### config.mk
export PLATFORM = sky130hd
export DESIGN_NAME = ter_queue
export DESIGN_NICKNAME = d
export VERILOG_FILES = /design/src/rtl/ter_pkg.sv /design/src/rtl/ter_queue.sv
export SDC_FILE = /design/constraint.sdc
export NUM_CORES = 1
export LEC_CHECK = 0
export ABC_CLOCK_PERIOD_IN_PS = 32000
export BUFFER_PORTS_ARGS = -buffer_cell sky130_fd_sc_hd__buf_2
export CAP_MARGIN = 20
export CORE_ASPECT_RATIO = 0.75
export CORE_MARGIN = 4
export CORE_UTILIZATION = 49
export CTS_CLUSTER_DIAMETER = 120
export DETAILED_ROUTE_END_ITERATION = 16
export PLACE_DENSITY = 0.76
export SLEW_MARGIN = 20
export SYNTH_ARGS = -nofsm -noshare
export SYNTH_HDL_FRONTEND = slang
export SYNTH_SLANG_ARGS = --single-unit
### constraint.sdc
create_clock -name clk_i -period 32 [get_ports clk_i]
set_clock_uncertainty 0.05 [all_clocks]
set_input_delay 3.2 -clock clk_i [delete_from_list [all_inputs] [get_ports clk_i]]
set_output_delay 3.2 -clock clk_i [all_outputs]
set_load 0.1 [all_outputs]
### src/rtl/ter_pkg.sv
// ----------------------------------------------------------------------------
// ter_pkg
// Types, codes and widths shared by the triangle edge rasterizer modules.
// ----------------------------------------------------------------------------
package ter_pkg;

  localparam int CoordIntBits  = 12;
  localparam int CoordFracBits = 4;
  localparam int CoordW        = CoordIntBits + CoordFracBits;
  localparam int ScanW         = CoordIntBits + 1;        // one bit past a pixel coordinate
  localparam int PtW           = CoordW + 2;              // fixed-point sample point
  localparam int DiffW         = CoordW + 1;              // vertex difference
  localparam int RelW          = PtW + 1;                 // point minus vertex
  localparam int ProdW         = DiffW + RelW;
  localparam int EdgeW         = ProdW + 1;
  localparam int SumW          = EdgeW + 10;              // three 8-bit weighted terms
  localparam int LightW        = 9;
  localparam int ScaledW       = SumW + LightW;
  localparam int QuotW         = 17;
  localparam int DivW          = EdgeW + QuotW - 1;
  localparam int QueueDepth    = 2;

  typedef enum logic [1:0] {
    OP_LOAD  = 2'd0,
    OP_START = 2'd1,
    OP_STEP  = 2'd2,
    OP_NONE  = 2'd3
  } op_e;

  typedef enum logic [1:0] {
    KIND_PIXEL  = 2'd0,
    KIND_DONE   = 2'd1,
    KIND_ACCEPT = 2'd2,
    KIND_REJECT = 2'd3
  } kind_e;

  typedef enum logic [1:0] {
    F_IDLE,
    F_MUL,
    F_ACC,
    F_CHK
  } front_state_e;

  typedef enum logic [1:0] {
    B_IDLE,
    B_SUM,
    B_SCALE,
    B_DIV
  } back_state_e;

  typedef struct packed {
    logic [1:0]        op;
    logic [1:0]        vertex_index;
    logic signed [15:0] vertex_x;
    logic signed [15:0] vertex_y;
    logic [7:0]        vertex_red;
    logic [7:0]        vertex_green;
    logic [7:0]        vertex_blue;
    logic [8:0]        light;
  } in_t;

  typedef struct packed {
    logic [1:0]         kind;
    logic signed [11:0] px;
    logic signed [11:0] py;
    logic [7:0]         red;
    logic [7:0]         green;
    logic [7:0]         blue;
  } res_t;

  // work handed from the front end to the shading back end
  typedef struct packed {
    kind_e              kind;
    logic [11:0]        px;
    logic [11:0]        py;
    logic [EdgeW-1:0]   w0;
    logic [EdgeW-1:0]   w1;
    logic [EdgeW-1:0]   w2;
    logic [EdgeW-1:0]   den;
    logic [LightW-1:0]  light;
    logic [23:0]        rgb0;
    logic [23:0]        rgb1;
    logic [23:0]        rgb2;
  } job_t;

  typedef struct packed {
    logic full;
    logic empty;
  } q_status_t;

endpackage

### src/rtl/ter_queue.sv
// ----------------------------------------------------------------------------
// ter_queue
// Short FIFO of jobs between the edge front end and the shading back end.
// ----------------------------------------------------------------------------
module ter_queue (
  input  logic          clk_i,
  input  logic          rst_ni,
  input  logic          push_i,
  input  ter_pkg::job_t push_data_i,
  input  logic          pop_i,
  output ter_pkg::job_t pop_data_o,
  output ter_pkg::q_status_t status_o
);
  import ter_pkg::*;

  localparam int PtrW = $clog2(QueueDepth);

  job_t                 mem_q [QueueDepth];
  logic [PtrW-1:0]      wr_q, rd_q;
  logic [PtrW:0]        cnt_q;

  always_ff @(posedge clk_i) begin
    if (push_i) begin
      mem_q[wr_q] <= push_data_i;
    end
  end

  always_ff @(posedge clk_i or negedge rst_ni) begin
    if (!rst_ni) begin
      wr_q  <= '0;
      rd_q  <= '0;
      cnt_q <= '0;
    end else begin
      if (push_i) wr_q <= wr_q + 1'b1;
      if (pop_i)  rd_q <= rd_q + 1'b1;
      cnt_q <= cnt_q + (PtrW+1)'(push_i) - (PtrW+1)'(pop_i);
    end
  end

  assign pop_data_o      = mem_q[rd_q];
  assign status_o.full   = (cnt_q == (PtrW+1)'(QueueDepth));
  assign status_o.empty  = (cnt_q == '0);

endmodule

==> metrics.md <==
| Metric | Value |
|---|---|
| Status | finished, final reports clean |
| Min Tclk post-route | 6230 ps |
| Cell Chain, Critical Path | buf_4 -> mux2_2 -> buf_2 |
| Post-DP HPWL | 27.2 mm |
| Maxcap violations | 0 |
| CP max-delay cell | buf_4 |
| Max Root-Sink Buffers | 3 |
| Grt total ovfl | 0 |
| Post-Syn Nets | 1,069 |
| PortBufs | 515 |
| CTS tree | done |
| Most common cell after layout, fill and taps aside | buf_2 |
| Synth top area share | 0.819 |
| Die area | 0.0414 sq mm |
| Slew Viols, Final | 0 |
| Critical Path Max Stage Delay | 860 ps |
| Synth cell types | 13 |
| Largest net degree at the start of global routing | 81 |
| Syn Std Cell Area | 0.0187 sq mm |
| Chip width | 234 microns |
| Gr usage total | 0.185 |
| Synth area leaders | edfxtp_1, mux2_2, buf_6 |
| Vias | 9,599 |
| # resized after CTS | 0 |
| Crit end category | primary output |
| Starting Density | 0.501 |
| FMAX | 0.160 GHz |
| Worst Path Max Fanout | 80 |
| Period utilization | 0.195 |
| Buf/Inv on CP | 2 |
| Warnings from Yosys | 0 |
| Final setup fails | 0 |
| I/O pins | 516 |
| Row cnt | 61 |
| Most frequent cells in the layout | buf_2, edfxtp_1, mux2_2, clkbuf_16, clkbuf_1 |
| Wirelength per Cell | 21.0 microns |
| 1st-iter DRT viols | 562 |
| Final setup TNS | 0 ps |
| Share of post-route cells with drive strength above 1 | 0.608 |
| RSZ-0062 raised after global routing | no |
| Die H | 177 microns |
| Cts hold-fix bufs | 0 |
| Slew @ Worst Pin | 1090 ps |
| CP required | 28,750 ps |
| Core area | 0.0373 sq mm |
| H-tree depth | 2 |
| Post-synthesis area per instance | 23.1 sq um |
| Critical Path AT | 2980 ps |
| First-pass GRT wire length | 57.9 mm |
| Max-slew headroom | 0.276 |
| Area leader, netlist | edfxtp_1 |
| Crit path kind | flip-flop to primary output |
| Root buf cell | clkbuf_16 |
| CTS buffer count | 47 |
| Vias in the first global route | 10,000 |
| Setup Fix Bufs, Post-CTS | 0 |
| WL final | 40.0 mm |
| DRC viols | 0 |
| First-pass DRT Iterations | 4 |
| Placer Congestion | 0.771 |
| Syn Inst Count | 808 |
| Sink Count | 514 |
| Hold WC Path Type | flip-flop to flip-flop |
| Antenna violations before repair | 13 |
| CTS clk-pin slew, worst paths | 60 ps |
| #FFs+latches synth | 514 |
| Crit path max-delay family | buffers and inverters |
| P&R area growth vs syn | 24.2% |
| Final Hold Vio Count | 0 |
| Antenna-violating nets left | 0 |
| Clock latency at the later pin of the worst-skew pair | 540 ps |
| Sequential share of the synthesized area | 0.825 |
| Worst setup SP type | flip-flop |
| Via density | 5.04 |
| Final net count | 1,614 |
## cell type report
type / instances / area [sq um]
Antenna cell: 9 / 22.5
Clock buffer: 61 / 1270
Clock inverter: 25 / 250
Fill cell: 2618 / 14100
Inverter: 2 / 7.51
Multi-Input combinational cell: 264 / 2970
Sequential cell: 514 / 15400
Tap cell: 504 / 631
Timing Repair Buffer: 524 / 2650
## registers in the layout, summed over array words and instances, names as in the netlist
register  count
mem_q       510
cnt_q         2
rd_q          1
wr_q          1
## cells in the mapped netlist
library cell and instances:
and2_1 1, buf_2 1, buf_4 1, buf_6 26
dfrtp_1 4, edfxtp_1 510, ha_1 2, inv_1 2
mux2_2 255, nor2_1 1, nor2b_1 2, xor2_1 2
xor3_1 1
## worst paths after layout
path / start / to / slack, ps / cells past startpoint
min in group asynchronous: rst_ni / wr_q / 2420 / 1
max in group asynchronous: rst_ni / rd_q / 29330 / 1
setup reg to reg: wr_q / mem_q[0][25] / 28410 / 3
hold / removal: wr_q / wr_q / 500 / 1
hold reg to reg: wr_q / wr_q / 500 / 1
setup / recovery: rd_q / pop_data_o[152] / 25770 / 3
## logic make-up after synthesis
family,synth area share
flip-flops,0.825
AND/OR/NAND/NOR,0.00121
XOR/XNOR,0.00221
buffers and inverters,0.0167
multiplexers,0.154
adder cells (fa/ha/maj),0.00134
## routing by layer
layer	vias to the layer above	part of all wire	global-route usage	wire, microns
li1	4347	-	-	-
met1	4764	0.37	0.219	14700
met2	384	0.50	0.318	20200
met3	94	0.088	0.0595	3530
met4	10	0.037	0.0690	1500
met5	-	0.0017	0	69
## stage by stage
step / instance area [sq um] / hold slack [ps] / worst slack [ps] / util / std cells
detailed placement: 21700 / 500 / 25440 / 0.581 / 1808
CTS: 23200 / 509 / 25730 / 0.621 / 1894
floorplan: 18700 / 405 / 16870 / - / 808
global placement: 21700 / 486 / 25450 / 0.581 / 1808
global route: 23200 / 544 / 25640 / 0.622 / 1901
finish: 23200 / 503 / 25770 / 0.622 / 1903
Power is left out: the tool's default activity adds up to more than one toggle a clock period on the data nets, which glitch-free logic cannot reach.
