--- config.mk ---
export PLATFORM = sky130hd
export DESIGN_NAME = ter_back
export DESIGN_NICKNAME = d
export VERILOG_FILES = /design/src/rtl/ter_pkg.sv /design/src/rtl/ter_back.sv
export SDC_FILE = /design/constraint.sdc
export NUM_CORES = 2
export LEC_CHECK = 0
export BUFFER_PORTS_ARGS = -buffer_cell sky130_fd_sc_hd__buf_4
export CAP_MARGIN = 20
export CORE_UTILIZATION = 50
export CTS_BUF_LIST = sky130_fd_sc_hd__clkbuf_4 sky130_fd_sc_hd__clkbuf_8
export DETAILED_ROUTE_END_ITERATION = 12
export GPL_ROUTABILITY_DRIVEN = 0
export GPL_TIMING_DRIVEN = 0
export PLACE_DENSITY = 0.67
export SLEW_MARGIN = 20
export SYNTH_ARGS = -nofsm -noshare
export SYNTH_HDL_FRONTEND = slang
export SYNTH_SLANG_ARGS = --single-unit
--- constraint.sdc ---
create_clock -name clk_i -period 13.55 [get_ports clk_i]
set_clock_uncertainty 0.2 [all_clocks]
set_input_delay 2.71 -clock clk_i [delete_from_list [all_inputs] [get_ports clk_i]]
set_output_delay 2.71 -clock clk_i [all_outputs]
set_load 0.1 [all_outputs]
--- src/rtl/ter_pkg.sv ---
// ----------------------------------------------------------------------------
// ter_pkg
// Types, codes and widths shared by the triangle edge rasterizer modules.
// ----------------------------------------------------------------------------
package ter_pkg;

  localparam int CoordIntBits  = 12;
  localparam int CoordFracBits = 4;
  localparam int CoordW        = CoordIntBits + CoordFracBits;
  localparam int ScanW         = CoordIntBits + 1;        // one bit past a pixel coordinate
  localparam int PtW           = CoordW + 2;              // fixed-point sample point
  localparam int DiffW         = CoordW + 1;              // vertex difference
  localparam int RelW          = PtW + 1;                 // point minus vertex
  localparam int ProdW         = DiffW + RelW;
  localparam int EdgeW         = ProdW + 1;
  localparam int SumW          = EdgeW + 10;              // three 8-bit weighted terms
  localparam int LightW        = 9;
  localparam int ScaledW       = SumW + LightW;
  localparam int QuotW         = 17;
  localparam int DivW          = EdgeW + QuotW - 1;
  localparam int QueueDepth    = 2;

  typedef enum logic [1:0] {
    OP_LOAD  = 2'd0,
    OP_START = 2'd1,
    OP_STEP  = 2'd2,
    OP_NONE  = 2'd3
  } op_e;

  typedef enum logic [1:0] {
    KIND_PIXEL  = 2'd0,
    KIND_DONE   = 2'd1,
    KIND_ACCEPT = 2'd2,
    KIND_REJECT = 2'd3
  } kind_e;

  typedef enum logic [1:0] {
    F_IDLE,
    F_MUL,
    F_ACC,
    F_CHK
  } front_state_e;

  typedef enum logic [1:0] {
    B_IDLE,
    B_SUM,
    B_SCALE,
    B_DIV
  } back_state_e;

  typedef struct packed {
    logic [1:0]        op;
    logic [1:0]        vertex_index;
    logic signed [15:0] vertex_x;
    logic signed [15:0] vertex_y;
    logic [7:0]        vertex_red;
    logic [7:0]        vertex_green;
    logic [7:0]        vertex_blue;
    logic [8:0]        light;
  } in_t;

  typedef struct packed {
    logic [1:0]         kind;
    logic signed [11:0] px;
    logic signed [11:0] py;
    logic [7:0]         red;
    logic [7:0]         green;
    logic [7:0]         blue;
  } res_t;

  // work handed from the front end to the shading back end
  typedef struct packed {
    kind_e              kind;
    logic [11:0]        px;
    logic [11:0]        py;
    logic [EdgeW-1:0]   w0;
    logic [EdgeW-1:0]   w1;
    logic [EdgeW-1:0]   w2;
    logic [EdgeW-1:0]   den;
    logic [LightW-1:0]  light;
    logic [23:0]        rgb0;
    logic [23:0]        rgb1;
    logic [23:0]        rgb2;
  } job_t;

  typedef struct packed {
    logic full;
    logic empty;
  } q_status_t;

endpackage

--- src/rtl/ter_back.sv ---
// ----------------------------------------------------------------------------
// ter_back
// Shades pixel jobs: barycentric blend times light, one quotient bit a cycle,
// and drives the result register, which other job kinds reach unshaded.
// ----------------------------------------------------------------------------
module ter_back (
  input  logic          clk_i,
  input  logic          rst_ni,
  input  logic          empty_i,
  input  ter_pkg::job_t job_i,
  output logic          pop_o,
  output logic          res_valid_o,
  output ter_pkg::res_t res_o
);
  import ter_pkg::*;

  back_state_e          state_q, state_d;
  job_t                 job_q;
  logic [1:0]           ch_q;
  logic [4:0]           k_q;
  logic [SumW-1:0]      n_q;
  logic [ScaledW-1:0]   rem_q;
  logic [DivW-1:0]      dsh_q;
  logic [QuotW-1:0]     quo_q;
  logic [7:0]           col_q [3];
  logic                 rv_q;
  res_t                 res_q;

  logic [7:0]           c0, c1, c2;
  logic [SumW-1:0]      n_d;
  logic                 ge;
  logic [QuotW-1:0]     quo_d;
  logic [7:0]           sat;

  always_comb begin
    case (ch_q)
      2'd0:    begin c0 = job_q.rgb0[23:16]; c1 = job_q.rgb1[23:16]; c2 = job_q.rgb2[23:16]; end
      2'd1:    begin c0 = job_q.rgb0[15:8];  c1 = job_q.rgb1[15:8];  c2 = job_q.rgb2[15:8];  end
      default: begin c0 = job_q.rgb0[7:0];   c1 = job_q.rgb1[7:0];   c2 = job_q.rgb2[7:0];   end
    endcase
  end

  assign n_d = SumW'(c0) * SumW'(job_q.w0) + SumW'(c1) * SumW'(job_q.w1)
             + SumW'(c2) * SumW'(job_q.w2);
  assign ge    = rem_q >= ScaledW'(dsh_q);
  assign quo_d = {quo_q[QuotW-2:0], ge};
  assign sat   = quo_d[QuotW-1] ? 8'hFF : quo_d[15:8];

  always_comb begin
    state_d = state_q;
    pop_o   = 1'b0;
    case (state_q)
      B_IDLE: begin
        if (!empty_i) begin
          pop_o = 1'b1;
          if (job_i.kind == KIND_PIXEL) state_d = B_SUM;
        end
      end
      B_SUM:   state_d = B_SCALE;
      B_SCALE: state_d = B_DIV;
      B_DIV: begin
        if (k_q == '0) state_d = (ch_q == 2'd2) ? B_IDLE : B_SUM;
      end
      default: state_d = B_IDLE;
    endcase
  end

  always_ff @(posedge clk_i or negedge rst_ni) begin
    if (!rst_ni) begin
      state_q <= B_IDLE;
      rv_q    <= 1'b0;
      ch_q    <= '0;
      k_q     <= '0;
    end else begin
      state_q <= state_d;
      rv_q    <= 1'b0;
      case (state_q)
        B_IDLE: begin
          ch_q <= '0;
          if (!empty_i && job_i.kind != KIND_PIXEL) rv_q <= 1'b1;
        end
        B_SCALE: k_q <= 5'(QuotW - 1);
        B_DIV: begin
          k_q <= k_q - 1'b1;
          if (k_q == '0) begin
            ch_q <= ch_q + 1'b1;
            if (ch_q == 2'd2) rv_q <= 1'b1;
          end
        end
        default: ;
      endcase
    end
  end

  always_ff @(posedge clk_i) begin
    case (state_q)
      B_IDLE: begin
        job_q <= job_i;
        if (!empty_i && job_i.kind != KIND_PIXEL) begin
          res_q <= '{kind: job_i.kind, default: '0};
        end
      end
      B_SUM: n_q <= n_d;
      B_SCALE: begin
        rem_q <= n_q * ScaledW'(job_q.light);
        dsh_q <= DivW'(job_q.den) << (QuotW - 1);
        quo_q <= '0;
      end
      B_DIV: begin
        if (ge) rem_q <= rem_q - ScaledW'(dsh_q);
        dsh_q <= dsh_q >> 1;
        quo_q <= quo_d;
        if (k_q == '0) begin
          col_q[ch_q] <= sat;
          if (ch_q == 2'd2) begin
            res_q.kind  <= KIND_PIXEL;
            res_q.px    <= job_q.px;
            res_q.py    <= job_q.py;
            res_q.red   <= col_q[0];
            res_q.green <= col_q[1];
            res_q.blue  <= sat;
          end
        end
      end
      default: ;
    endcase
  end

  assign res_valid_o = rv_q;
  assign res_o       = res_q;

endmodule

==> results.json <==
{
  "fin_crit_sh_pct": 85.0,
  "rsz0062_at_grt": "false",
  "cpPeakStageDelay_ns": 0.91,
  "whs_endpoint": "res_o[41]",
  "dr.pass1.iters": 6,
  "crit_top_cell": "fa_1",
  "critPathRequiredTime_ns": 13.92,
  "fin_nets": 8108,
  "cts.clk_slew.worst_paths_ns": 0.06,
  "synthCells": 6055,
  "antenna_found_initial": 8,
  "synth_compound_area_share_pct": 6.22,
  "yosys.area_share.adder_pct": 42.3,
  "synth_area_um2": 60700,
  "rrSetupSlack_ns": 2.03,
  "initial_core_util_pct": 50.5,
  "cts_resized": 0,
  "min_from": "job_q[246]",
  "vias_per_cell": 5.30,
  "portBuffers": 309,
  "stdcell_count": 8153,
  "hold_path_class": "reg2reg",
  "synth.distinct_cells": 78,
  "layout_commonest_cell": "inv_1",
  "whs_path_depth": 1,
  "tritoncts": "done",
  "numClockSinks": 501,
  "die_w_um": 350,
  "synth-seq-cells": 501,
  "drv_cap": 0,
  "insertion_delay_ns": 0.83,
  "layout-drive-gt1-share_pct": 8.43,
  "wl_per_cell_um": 20.2,
  "grt_overflow": 0,
  "synth_fp_nets": 7695,
  "p_leak_uw": 0.0314,
  "synth_xor_area_share_pct": 2.05,
  "final-hold-violation-count": 0,
  "r2r-start": "ch_q[0]",
  "max_freq_mhz": 86.8,
  "mostFrequentLayoutCells": "inv_1, fa_1, nand2_1",
  "area_growth_pct": 10.8,
  "core_area_um2": 120000,
  "syn-mean-instance-area_um2": 10.0,
  "grt_pass1_wl_um": 256000,
  "synthArstFlopShare_pct": 2.00,
  "synth-simple-area-share_pct": 14.6,
  "whs_ns": 0.305,
  "clockBufferDepth": 3,
  "crit_type": "reg2reg",
  "die-area_um2": 123000,
  "synth_top_family_by_area": "adder cells",
  "yosys_warnings": 0,
  "setup_viol": 0,
  "postRouteWirelength_um": 165000,
  "cts_setup_buffers": 0,
  "drc": 0,
  "dp_cells": 7988,
  "slew-limit-headroom_pct": 22.7,
  "maxSlewViolCount": 0,
  "groute.usage.overall_pct": 27.5,
  "rows": 127,
  "ioPinCount": 310,
  "fin_crit_ns": 11.52,
  "placed_area_um2": 65400,
  "drtIter0Drc": 2959,
  "cts_root_buf": "clkbuf_8",
  "crit_path_end_kind": "flip-flop",
  "worst_path_max_delay_cell": "clkbuf_1",
  "worstMarginPinSlew_ns": 1.16,
  "synthMuxAreaShare_pct": 0.839,
  "htreeDepth": 3,
  "rr_endpoint": "n_q[39]",
  "synth_ff_type": "edfxtp_1",
  "outcome": "completed",
  "ant_nets": 0,
  "cp_max_fo": 10,
  "ir_worst_vdd_mv": 0.0822,
  "finalInstanceArea_um2": 67300,
  "die_h_um": 350,
  "ff2ff_path_depth": 31,
  "seq_area_frac_synth_pct": 24.7,
  "synth_edf_count": 491,
  "dpl.hpwl_um": 134000,
  "crit_arrival_ns": 11.89,
  "cp-start-kind": "flip-flop",
  "via_count": 43225,
  "hold_buffers": 0,
  "grt_pass1_vias": 45164,
  "cts_buffers": 90,
  "grt_max_degree": 62,
  "power.density_nw_per_um2": 48.4
}
## routing by layer
metal	vias to the layer above	wire, um	track usage, %
met1	21706	65500	35.6
li1	19417	-	-
met4	4	7110	10.3
met2	1747	78600	45.5
met3	351	13300	5.52
met5	-	27	0
## stage by stage
step	setup slack [ns]	TNS (ns)	utilization, %	power, uW
global placement	-0.753	-37.55	54.1	1780
CTS	2.12	0	56.0	3300
finish	2.03	0	56.0	3260
global route	1.51	0	56.0	3370
detailed placement	2.15	0	54.4	1780
floorplan	1.94	0	-	1720
## synth_stat cells, drive strengths merged (4+ instances only)
cell / count / area [um2]
o21ai: 113 / 566
nand2: 1029 / 3860
or2: 12 / 75.1
dfrtp: 10 / 250
and3: 12 / 75.1
nor2b: 52 / 325
a21boi: 6 / 45.0
a31o: 4 / 35.0
buf: 63 / 259
edfxtp: 491 / 14700
nor3: 25 / 125
mux2: 39 / 439
nand2b: 20 / 125
fa: 1116 / 22300
inv: 1227 / 4610
ha: 266 / 3330
nor2: 136 / 513
a21o: 80 / 602
xnor2: 89 / 780
clkbuf: 208 / 781
a211oi: 13 / 103
a211o: 4 / 35.0
o21a: 15 / 113
nand4: 35 / 219
a31oi: 18 / 113
nand3: 39 / 195
a41oi: 7 / 61.3
o31ai: 11 / 87.6
o21bai: 37 / 278
o211ai: 12 / 95.1
nor4: 5 / 31.3
o2111ai: 5 / 43.8
xor2: 53 / 464
mux2i: 7 / 70.1
a21oi: 213 / 1080
and4: 5 / 43.8
a311oi: 6 / 58.8
a22oi: 25 / 188
or3: 5 / 31.3
and2: 505 / 3160
## how the worst max path moves through the flow
stage / from / endpoint / slack, ns / depth (start not counted)
final: ch_q[0] / n_q[39] / 2.03 / 31
after global routing: ch_q[0] / n_q[39] / 1.51 / 31
after CTS: ch_q[1] / n_q[39] / 2.12 / 33
after detailed placement: ch_q[1] / n_q[39] / 2.15 / 33
after global placement: state_q[0] / res_o[32] / -0.75 / 5
after floorplan: state_q[0] / res_o[0] / 1.94 / 5
## worst max-delay path, delay by kind of cell, from the launching register on
| family | cells | cell delay (ns) |
|---|---|---|
| adders and majority gates | 9 | 4.21 |
| buffers and inverters | 10 | 3.13 |
| AOI/OAI and AO/OA | 6 | 1.80 |
| and+or+nand+nor | 5 | 1.41 |
| DFF | 1 | 0.41 |
| xor gates and xnor gates | 1 | 0.08 |
## area by class of cell
type                            instances  area [um2]
Fill cell                           10639       52800
Multi-Input combinational cell       4056       40100
Sequential cell                       501       15000
Inverter                             1227        4610
Timing Repair Buffer                  321        2620
Tap cell                             1612        2020
Clock buffer                          115        1430
Buffer                                271        1040
Clock inverter                         43         440
Antenna cell                            7        17.5
## state kept, by name, summed over array words and instances (netlist names)
register / flops
job_q: 253
rem_q: 56
res_o: 50
state_q: 2
dsh_q: 53
n_q: 47
ch_q: 2
quo_q: 16
col_q: 16
k_q: 5
res_valid_o: 1
## kinds of logic (layout without fill, tap and decap cells)
family / after synthesis / count (layout)
AO/OA/AOI/OAI: 596 / 596
XOR/XNOR: 142 / 142
multiplexers: 46 / 46
other: 0 / 7
flip-flops: 501 / 501
adder cells (fa/ha/maj): 1382 / 1382
buffers and inverters: 1498 / 1977
AND/OR/NAND/NOR: 1890 / 1890
## power by group
part | internal (uW) | switching, uW | total, uW
clock | 818 | 692 | 1510
combinational | 46.0 | 12.3 | 58.4
sequential | 1690 | 0 | 1690
Power figures use the tool's default switching activity.
