[src/rtl/ter_pkg.sv]
// ----------------------------------------------------------------------------
// ter_pkg
// Types, codes and widths shared by the triangle edge rasterizer modules.
// ----------------------------------------------------------------------------
package ter_pkg;

  localparam int CoordIntBits  = 12;
  localparam int CoordFracBits = 4;
  localparam int CoordW        = CoordIntBits + CoordFracBits;
  localparam int ScanW         = CoordIntBits + 1;        // one bit past a pixel coordinate
  localparam int PtW           = CoordW + 2;              // fixed-point sample point
  localparam int DiffW         = CoordW + 1;              // vertex difference
  localparam int RelW          = PtW + 1;                 // point minus vertex
  localparam int ProdW         = DiffW + RelW;
  localparam int EdgeW         = ProdW + 1;
  localparam int SumW          = EdgeW + 10;              // three 8-bit weighted terms
  localparam int LightW        = 9;
  localparam int ScaledW       = SumW + LightW;
  localparam int QuotW         = 17;
  localparam int DivW          = EdgeW + QuotW - 1;
  localparam int QueueDepth    = 2;

  typedef enum logic [1:0] {
    OP_LOAD  = 2'd0,
    OP_START = 2'd1,
    OP_STEP  = 2'd2,
    OP_NONE  = 2'd3
  } op_e;

  typedef enum logic [1:0] {
    KIND_PIXEL  = 2'd0,
    KIND_DONE   = 2'd1,
    KIND_ACCEPT = 2'd2,
    KIND_REJECT = 2'd3
  } kind_e;

  typedef enum logic [1:0] {
    F_IDLE,
    F_MUL,
    F_ACC,
    F_CHK
  } front_state_e;

  typedef enum logic [1:0] {
    B_IDLE,
    B_SUM,
    B_SCALE,
    B_DIV
  } back_state_e;

  typedef struct packed {
    logic [1:0]        op;
    logic [1:0]        vertex_index;
    logic signed [15:0] vertex_x;
    logic signed [15:0] vertex_y;
    logic [7:0]        vertex_red;
    logic [7:0]        vertex_green;
    logic [7:0]        vertex_blue;
    logic [8:0]        light;
  } in_t;

  typedef struct packed {
    logic [1:0]         kind;
    logic signed [11:0] px;
    logic signed [11:0] py;
    logic [7:0]         red;
    logic [7:0]         green;
    logic [7:0]         blue;
  } res_t;

  // work handed from the front end to the shading back end
  typedef struct packed {
    kind_e              kind;
    logic [11:0]        px;
    logic [11:0]        py;
    logic [EdgeW-1:0]   w0;
    logic [EdgeW-1:0]   w1;
    logic [EdgeW-1:0]   w2;
    logic [EdgeW-1:0]   den;
    logic [LightW-1:0]  light;
    logic [23:0]        rgb0;
    logic [23:0]        rgb1;
    logic [23:0]        rgb2;
  } job_t;

  typedef struct packed {
    logic full;
    logic empty;
  } q_status_t;

endpackage

[src/rtl/ter_front.sv]
// ----------------------------------------------------------------------------
// ter_front
// Decodes words, holds the vertices, sets up the box and walks the scan,
// each edge function taking a multiply step and an accumulate step.
// ----------------------------------------------------------------------------
module ter_front (
  input  logic          clk_i,
  input  logic          rst_ni,
  input  logic          accept_i,
  input  ter_pkg::in_t  in_i,
  output logic          idle_o,
  output logic          push_o,
  output ter_pkg::job_t job_o
);
  import ter_pkg::*;

  front_state_e            state_q, state_d;
  logic signed [CoordW-1:0] cx_q [3];
  logic signed [CoordW-1:0] cy_q [3];
  logic [23:0]             crgb_q [3];
  logic [LightW-1:0]       light_q;
  logic signed [EdgeW-1:0] area_q;
  logic signed [CoordW-1:0] bminx_q, bmaxx_q, bmaxy_q;
  logic signed [ScanW-1:0] sx_q, sy_q;
  logic                    row_in_q, active_q, start_mode_q;
  logic [1:0]              e_q;
  logic signed [ProdW-1:0] p1_q, p2_q;
  logic signed [EdgeW-1:0] edge_q [3];

  logic signed [CoordW-1:0] xi, yi, xj, yj;
  logic signed [PtW-1:0]    ptx, pty;
  logic signed [DiffW-1:0]  dx, dy;
  logic signed [RelW-1:0]   rx, ry;
  logic signed [ProdW-1:0]  p1_d, p2_d;
  logic signed [CoordW-1:0] minx, maxx, miny, maxy;
  logic signed [PtW-1:0]    pxq, pyq;
  logic                     in_box, hit, past_end;

  function automatic logic signed [ScanW-1:0] trunc_q(input logic signed [CoordW-1:0] q);
    logic signed [CoordW-1:0] s;
    s = q >>> CoordFracBits;
    if (q[CoordW-1] && (q[CoordFracBits-1:0] != '0)) s = s + 1'b1;
    return ScanW'(s);
  endfunction

  always_comb begin
    case (e_q)
      2'd0:    begin xi = cx_q[0]; yi = cy_q[0]; xj = cx_q[1]; yj = cy_q[1]; end
      2'd1:    begin xi = cx_q[1]; yi = cy_q[1]; xj = cx_q[2]; yj = cy_q[2]; end
      default: begin xi = cx_q[2]; yi = cy_q[2]; xj = cx_q[0]; yj = cy_q[0]; end
    endcase
  end

  assign pxq = PtW'(sx_q) <<< CoordFracBits;
  assign pyq = PtW'(sy_q) <<< CoordFracBits;
  assign ptx = start_mode_q ? PtW'(cx_q[2]) : pxq;
  assign pty = start_mode_q ? PtW'(cy_q[2]) : pyq;
  assign dx  = DiffW'(xj) - DiffW'(xi);
  assign dy  = DiffW'(yj) - DiffW'(yi);
  assign rx  = RelW'(ptx) - RelW'(xi);
  assign ry  = RelW'(pty) - RelW'(yi);
  assign p1_d = ProdW'(dx) * ProdW'(ry);
  assign p2_d = ProdW'(dy) * ProdW'(rx);

  always_comb begin
    minx = cx_q[0]; maxx = cx_q[0]; miny = cy_q[0]; maxy = cy_q[0];
    if (cx_q[1] < minx) minx = cx_q[1];
    if (cx_q[2] < minx) minx = cx_q[2];
    if (cx_q[1] > maxx) maxx = cx_q[1];
    if (cx_q[2] > maxx) maxx = cx_q[2];
    if (cy_q[1] < miny) miny = cy_q[1];
    if (cy_q[2] < miny) miny = cy_q[2];
    if (cy_q[1] > maxy) maxy = cy_q[1];
    if (cy_q[2] > maxy) maxy = cy_q[2];
  end

  assign in_box   = pxq <= PtW'(bmaxx_q);
  assign hit      = in_box && (edge_q[0] <= 0) && (edge_q[1] <= 0) && (edge_q[2] <= 0);
  assign past_end = pyq > PtW'(bmaxy_q);

  always_comb begin
    state_d = state_q;
    push_o  = 1'b0;
    job_o   = '0;
    job_o.px    = 12'(sx_q);
    job_o.py    = 12'(sy_q);
    job_o.w0    = EdgeW'(-edge_q[1]);
    job_o.w1    = EdgeW'(-edge_q[2]);
    job_o.w2    = EdgeW'(-edge_q[0]);
    job_o.den   = EdgeW'(-area_q);
    job_o.light = light_q;
    job_o.rgb0  = crgb_q[0];
    job_o.rgb1  = crgb_q[1];
    job_o.rgb2  = crgb_q[2];
    job_o.kind  = KIND_PIXEL;
    case (state_q)
      F_IDLE: begin
        if (accept_i) begin
          if (in_i.op == OP_START) begin
            state_d = F_MUL;
          end else if (in_i.op == OP_STEP && active_q) begin
            if (past_end) begin
              push_o     = 1'b1;
              job_o.kind = KIND_DONE;
            end else begin
              state_d = F_MUL;
            end
          end
        end
      end
      F_MUL: state_d = F_ACC;
      F_ACC: state_d = (start_mode_q || e_q == 2'd2) ? F_CHK : F_MUL;
      F_CHK: begin
        state_d = F_IDLE;
        if (start_mode_q) begin
          push_o     = 1'b1;
          job_o.kind = (edge_q[0] >= 0) ? KIND_REJECT : KIND_ACCEPT;
        end else if (hit) begin
          push_o = 1'b1;
        end
      end
      default: state_d = F_IDLE;
    endcase
  end

  always_ff @(posedge clk_i or negedge rst_ni) begin
    if (!rst_ni) begin
      state_q      <= F_IDLE;
      light_q      <= '0;
      area_q       <= '0;
      bminx_q      <= '0;
      bmaxx_q      <= '0;
      bmaxy_q      <= '0;
      sx_q         <= '0;
      sy_q         <= '0;
      row_in_q     <= 1'b0;
      active_q     <= 1'b0;
      start_mode_q <= 1'b0;
      e_q          <= '0;
    end else begin
      state_q <= state_d;
      case (state_q)
        F_IDLE: begin
          e_q <= '0;
          if (accept_i && in_i.op == OP_START) begin
            light_q      <= in_i.light;
            start_mode_q <= 1'b1;
          end else if (accept_i && in_i.op == OP_STEP && active_q) begin
            start_mode_q <= 1'b0;
            if (past_end) active_q <= 1'b0;
          end
        end
        F_ACC: if (!start_mode_q) e_q <= e_q + 1'b1;
        F_CHK: begin
          if (start_mode_q) begin
            area_q <= edge_q[0];
            if (edge_q[0] >= 0) begin
              active_q <= 1'b0;
            end else begin
              active_q <= 1'b1;
              bminx_q  <= minx;
              bmaxx_q  <= maxx;
              bmaxy_q  <= maxy;
              sx_q     <= trunc_q(minx);
              sy_q     <= trunc_q(miny);
              row_in_q <= 1'b0;
            end
          end else if (hit) begin
            row_in_q <= 1'b1;
            sx_q     <= sx_q + 1'b1;
          end else if (!row_in_q && in_box) begin
            sx_q <= sx_q + 1'b1;
          end else begin
            sy_q     <= sy_q + 1'b1;
            sx_q     <= trunc_q(bminx_q);
            row_in_q <= 1'b0;
          end
        end
        default: ;
      endcase
    end
  end

  // vertices and edge datapath carry no reset
  always_ff @(posedge clk_i) begin
    if (state_q == F_IDLE && accept_i && in_i.op == OP_LOAD && !active_q &&
        in_i.vertex_index != 2'd3) begin
      cx_q[in_i.vertex_index]   <= in_i.vertex_x;
      cy_q[in_i.vertex_index]   <= in_i.vertex_y;
      crgb_q[in_i.vertex_index] <= {in_i.vertex_red, in_i.vertex_green, in_i.vertex_blue};
    end
    if (state_q == F_MUL) begin
      p1_q <= p1_d;
      p2_q <= p2_d;
    end
    if (state_q == F_ACC) begin
      edge_q[e_q] <= EdgeW'(p1_q) - EdgeW'(p2_q);
    end
  end

  assign idle_o = (state_q == F_IDLE);

endmodule

[config.mk]
export PLATFORM = sky130hd
export DESIGN_NAME = ter_front
export DESIGN_NICKNAME = d
export VERILOG_FILES = /design/src/rtl/ter_pkg.sv /design/src/rtl/ter_front.sv
export SDC_FILE = /design/constraint.sdc
export NUM_CORES = 2
export LEC_CHECK = 0
export BUFFER_PORTS_ARGS = -buffer_cell sky130_fd_sc_hd__buf_2
export CAP_MARGIN = 20
export CORE_MARGIN = 4
export CORE_UTILIZATION = 23
export CTS_BUF_LIST = sky130_fd_sc_hd__clkbuf_4 sky130_fd_sc_hd__clkbuf_8
export DETAILED_ROUTE_END_ITERATION = 12
export PLACE_DENSITY_LB_ADDON = 0.1
export RECOVER_POWER = 50
export SLEW_MARGIN = 10
export SYNTH_ARGS = -nofsm -noshare
export SYNTH_HDL_FRONTEND = slang
export SYNTH_SLANG_ARGS = --single-unit
export TNS_END_PERCENT = 10
[constraint.sdc]
create_clock -name clk_i -period 21.3 [get_ports clk_i]
set_input_delay 0 -clock clk_i [delete_from_list [all_inputs] [get_ports clk_i]]
set_output_delay 0 -clock clk_i [all_outputs]
set_load 0.02 [all_outputs]
==> impl_metrics.py <==
metrics = {
    "finish": {
        "ff_latch_area_mm2": 0.01372,
        "nets": 7370,
        "fill_cells": 25633,
        "drive_above_1_share_pct": 9.910,
        "final_common_cell": "inv_1",
        "multi_input_area_mm2": 0.03742,
        "syn_to_final_growth_pct": 16.55,
        "layout_common_cells": "904 x inv_1, 658 x fa_1, 595 x nand2_1, 402 x ha_1, 359 x nor2_1",
        "utilization_pct": 27.00,
    },
    "logic_synthesis": {
        "synth_top_family_by_area": "adder cells",
        "synth_area_leaders": "fa_1 24%, edfxtp_1 19%, ha_1 9.2%",
        "ys.warnings.count": 0,
        "synth-simple-area-share_pct": 15.43,
        "synthMuxAreaShare_pct": 2.872,
        "ys_seq_elements": 478,
        "synth_compound_gate_area_share_pct": 10.17,
        "yosysSeqAreaShare_pct": 24.85,
        "synth_top_area_share_pct": 23.86,
        "synthAdderAreaFrac_pct": 33.06,
        "netlist_instances": 5787,
        "syn_nets": 6921,
        "ys_types": 105,
        "synth_edf_count": 351,
        "yosys.area.top_type": "fa_1",
        "synth-xor-area-share_pct": 5.538,
        "synth_flop_cell": "edfxtp_1",
        "syn_area_per_cell_um2": 9.538,
        "synth_area_mm2": 0.05520,
        "async_flop_share_pct": 26.57,
    },
    "clocking": {
        "cts_root_buf": "clkbuf_8",
        "htree_num_levels": 3,
        "cts_resized": 0,
        "cts_max_path_buffers": 3,
        "insertion_delay_ps": 840,
        "cts_tree": "done",
        "holdBufCountCts": 153,
        "post_cts_buffers": 0,
        "clkTransAtPathRegs_ps": 60,
        "numClockSinks": 478,
        "cts_buffers": 96,
    },
    "status": {
        "violations": "capacitance limit, slew limit",
        "status": "finished, violations left",
    },
    "min_path": {
        "hp-start": "in_i[66]",
        "hp-class": "in2reg",
    },
    "routing": {
        "drt_pass1_iterations": 7,
        "drt_iter0_markers": 2306,
        "via_per_inst": 4.456,
        "drt-total-wl_um": 197400,
        "drc": 0,
        "antenna_left": 0,
        "wire_per_inst_um": 20.80,
        "vias": 42270,
    },
    "global_routing": {
        "grt_max_degree": 71,
        "grt_pass1_vias": 44980,
        "antenna_found_initial": 16,
        "gr-total-overflow": 0,
        "grt_pass1_wl_um": 296700,
        "track_usage_pct": 15.81,
    },
    "worst_setup_path": {
        "cp_max_fo": 70,
        "cp.arrival_ps": 13220,
        "cp_slowest_cell": "inv_1",
        "startpoint": "e_q[0]$_DFFE_PN0P_",
        "endpoint": "p1_q[35]$_DFFE_PN_",
        "cpMostUsedCell": "fa_1",
        "r2r-start": "e_q[0]$_DFFE_PN0P_",
        "rrSetupSlack_ps": 8650,
        "max_stage_delay_ps": 750,
        "ff2ff_path_depth": 38,
        "crit_type": "reg2reg",
        "rr_endpoint": "p1_q[35]$_DFFE_PN_",
        "critPathLaunchType": "flip-flop",
        "endpoint_kind": "flip-flop",
        "crit_required_ps": 21870,
    },
    "die": {
        "fp.dieW_um": 497.9,
        "coreArea_mm2": 0.2383,
        "start_util_pct": 23.16,
        "io_pins": 329,
        "fp-row-count": 179,
        "chipHeight_um": 497.9,
        "die-area_mm2": 0.2479,
    },
    "timing": {
        "slew_viol_final": 304,
        "finalHoldViolCount": 0,
        "worst-slew-pin-transition_ps": 3350,
        "fin_skew_ps": 59.49,
        "period_needed_ps": 12650,
        "rsz0062_at_grt": "false",
        "fin_ws_ps": 8646,
        "whs_ps": 140.4,
        "min_period_over_period_pct": 59.41,
        "setup-violations-final": 0,
        "setup_tns_ps": 0,
        "relSlewSlack_pct": -123.3,
        "fmax_mhz": 79.03,
    },
    "place": {
        "dpl.hpwl_um": 157100,
        "portBuffers": 328,
        "gp_congestion": 0.8429,
        "dp_slack_ps": 8406,
    },
    "job": {
        "maxCapViolCount": 7,
    },
}
==> how the worst min path moves through the flow <==
stage,cells after the start,to
3_5_place_dp,1,bmaxy_q[10]$_DFFE_PN0P_
5_1_grt,3,cx_q[1][0]$_DFFE_PP_
6_report,3,cx_q[1][0]$_DFFE_PP_
3_3_place_gp,1,bmaxy_q[10]$_DFFE_PN0P_
2_1_floorplan,0,active_q$_DFFE_PN0P_
4_1_cts,3,cx_q[1][0]$_DFFE_PP_
==> layout make-up <==
class	count	share of cell area, %
tap	3167	6.160
antenna	3	0.01167
timing repair buffer	586	5.841
clock inverter	43	0.5913
inverter	906	5.286
sequential	478	21.33
multi-input combinational	4168	58.17
clock buffer	136	2.618
==> Yosys cell counts, drive strengths merged (13+ instances only) <==
master  count
nand4      37
and2      136
nor2b     107
nor3b      16
a22oi      37
edfxtp    351
xnor2     257
nand3      94
o21bai     17
o31ai      29
xor2       92
nand2     597
inv       906
clkbuf    167
buf        68
ha        404
a21o       93
a21boi     17
o221ai     16
o211ai     17
o311ai     13
a21oi     202
o21ai     205
mux2i      74
nor3      109
nand2b     73
nor2      363
or4        29
o21a       37
nor4       40
a211oi     32
and3       41
a31oi      28
fa        658
o22ai      19
dfrtp     127
or2        27
or3        41
mux2       75
==> metrics by stage <==
stage	cell area, µm²	std cells
after floorplan	55200	5787
after global placement	60940	9149
after detailed placement	60940	9149
after CTS	64540	9481
after global routing	64330	9487
final	64330	9487
==> state kept, by name, indices dropped and copies added, names as in the netlist <==
register,flops
e_q,2
start_mode_q,1
sy_q,13
row_in_q,1
light_q,9
p1_q,36
sx_q,13
state_q,2
p2_q,36
bmaxx_q,16
active_q,1
cy_q,48
area_q,37
cx_q,48
bmaxy_q,16
bminx_q,16
crgb_q,72
edge_q,111
==> layer usage <==
metal / up-vias / routed length [µm] / track usage, %
met5: - / 0 / 0
met4: 0 / 5637 / 4.471
met3: 211 / 8953 / 2.493
met2: 988 / 88490 / 25.48
met1: 21006 / 94270 / 21.91
li1: 20065 / - / -
==> cells by family (layout without fill, tap and decap cells) <==
group | Yosys count | in the layout
adder cells (fa/ha/maj) | 1064 | 1064
multiplexers | 149 | 149
flip-flops | 478 | 478
other | 0 | 3
buffers and inverters | 1141 | 1671
AO/OA/AOI/OAI | 857 | 857
AND/OR/NAND/NOR | 1749 | 1749
XOR/XNOR | 349 | 349
==> worst max-delay path, delay by kind of cell, from the launching register on <==
family,cells,cell delay [ps]
fa+ha+maj,10,4100
simple gates,4,830
flops,1,420
buf+inv,6,1590
xor+xnor,1,90
compound gates,17,5260
Power is left out: the tool's default activity adds up to more than one toggle a clock period on the data nets, which glitch-free logic cannot reach.
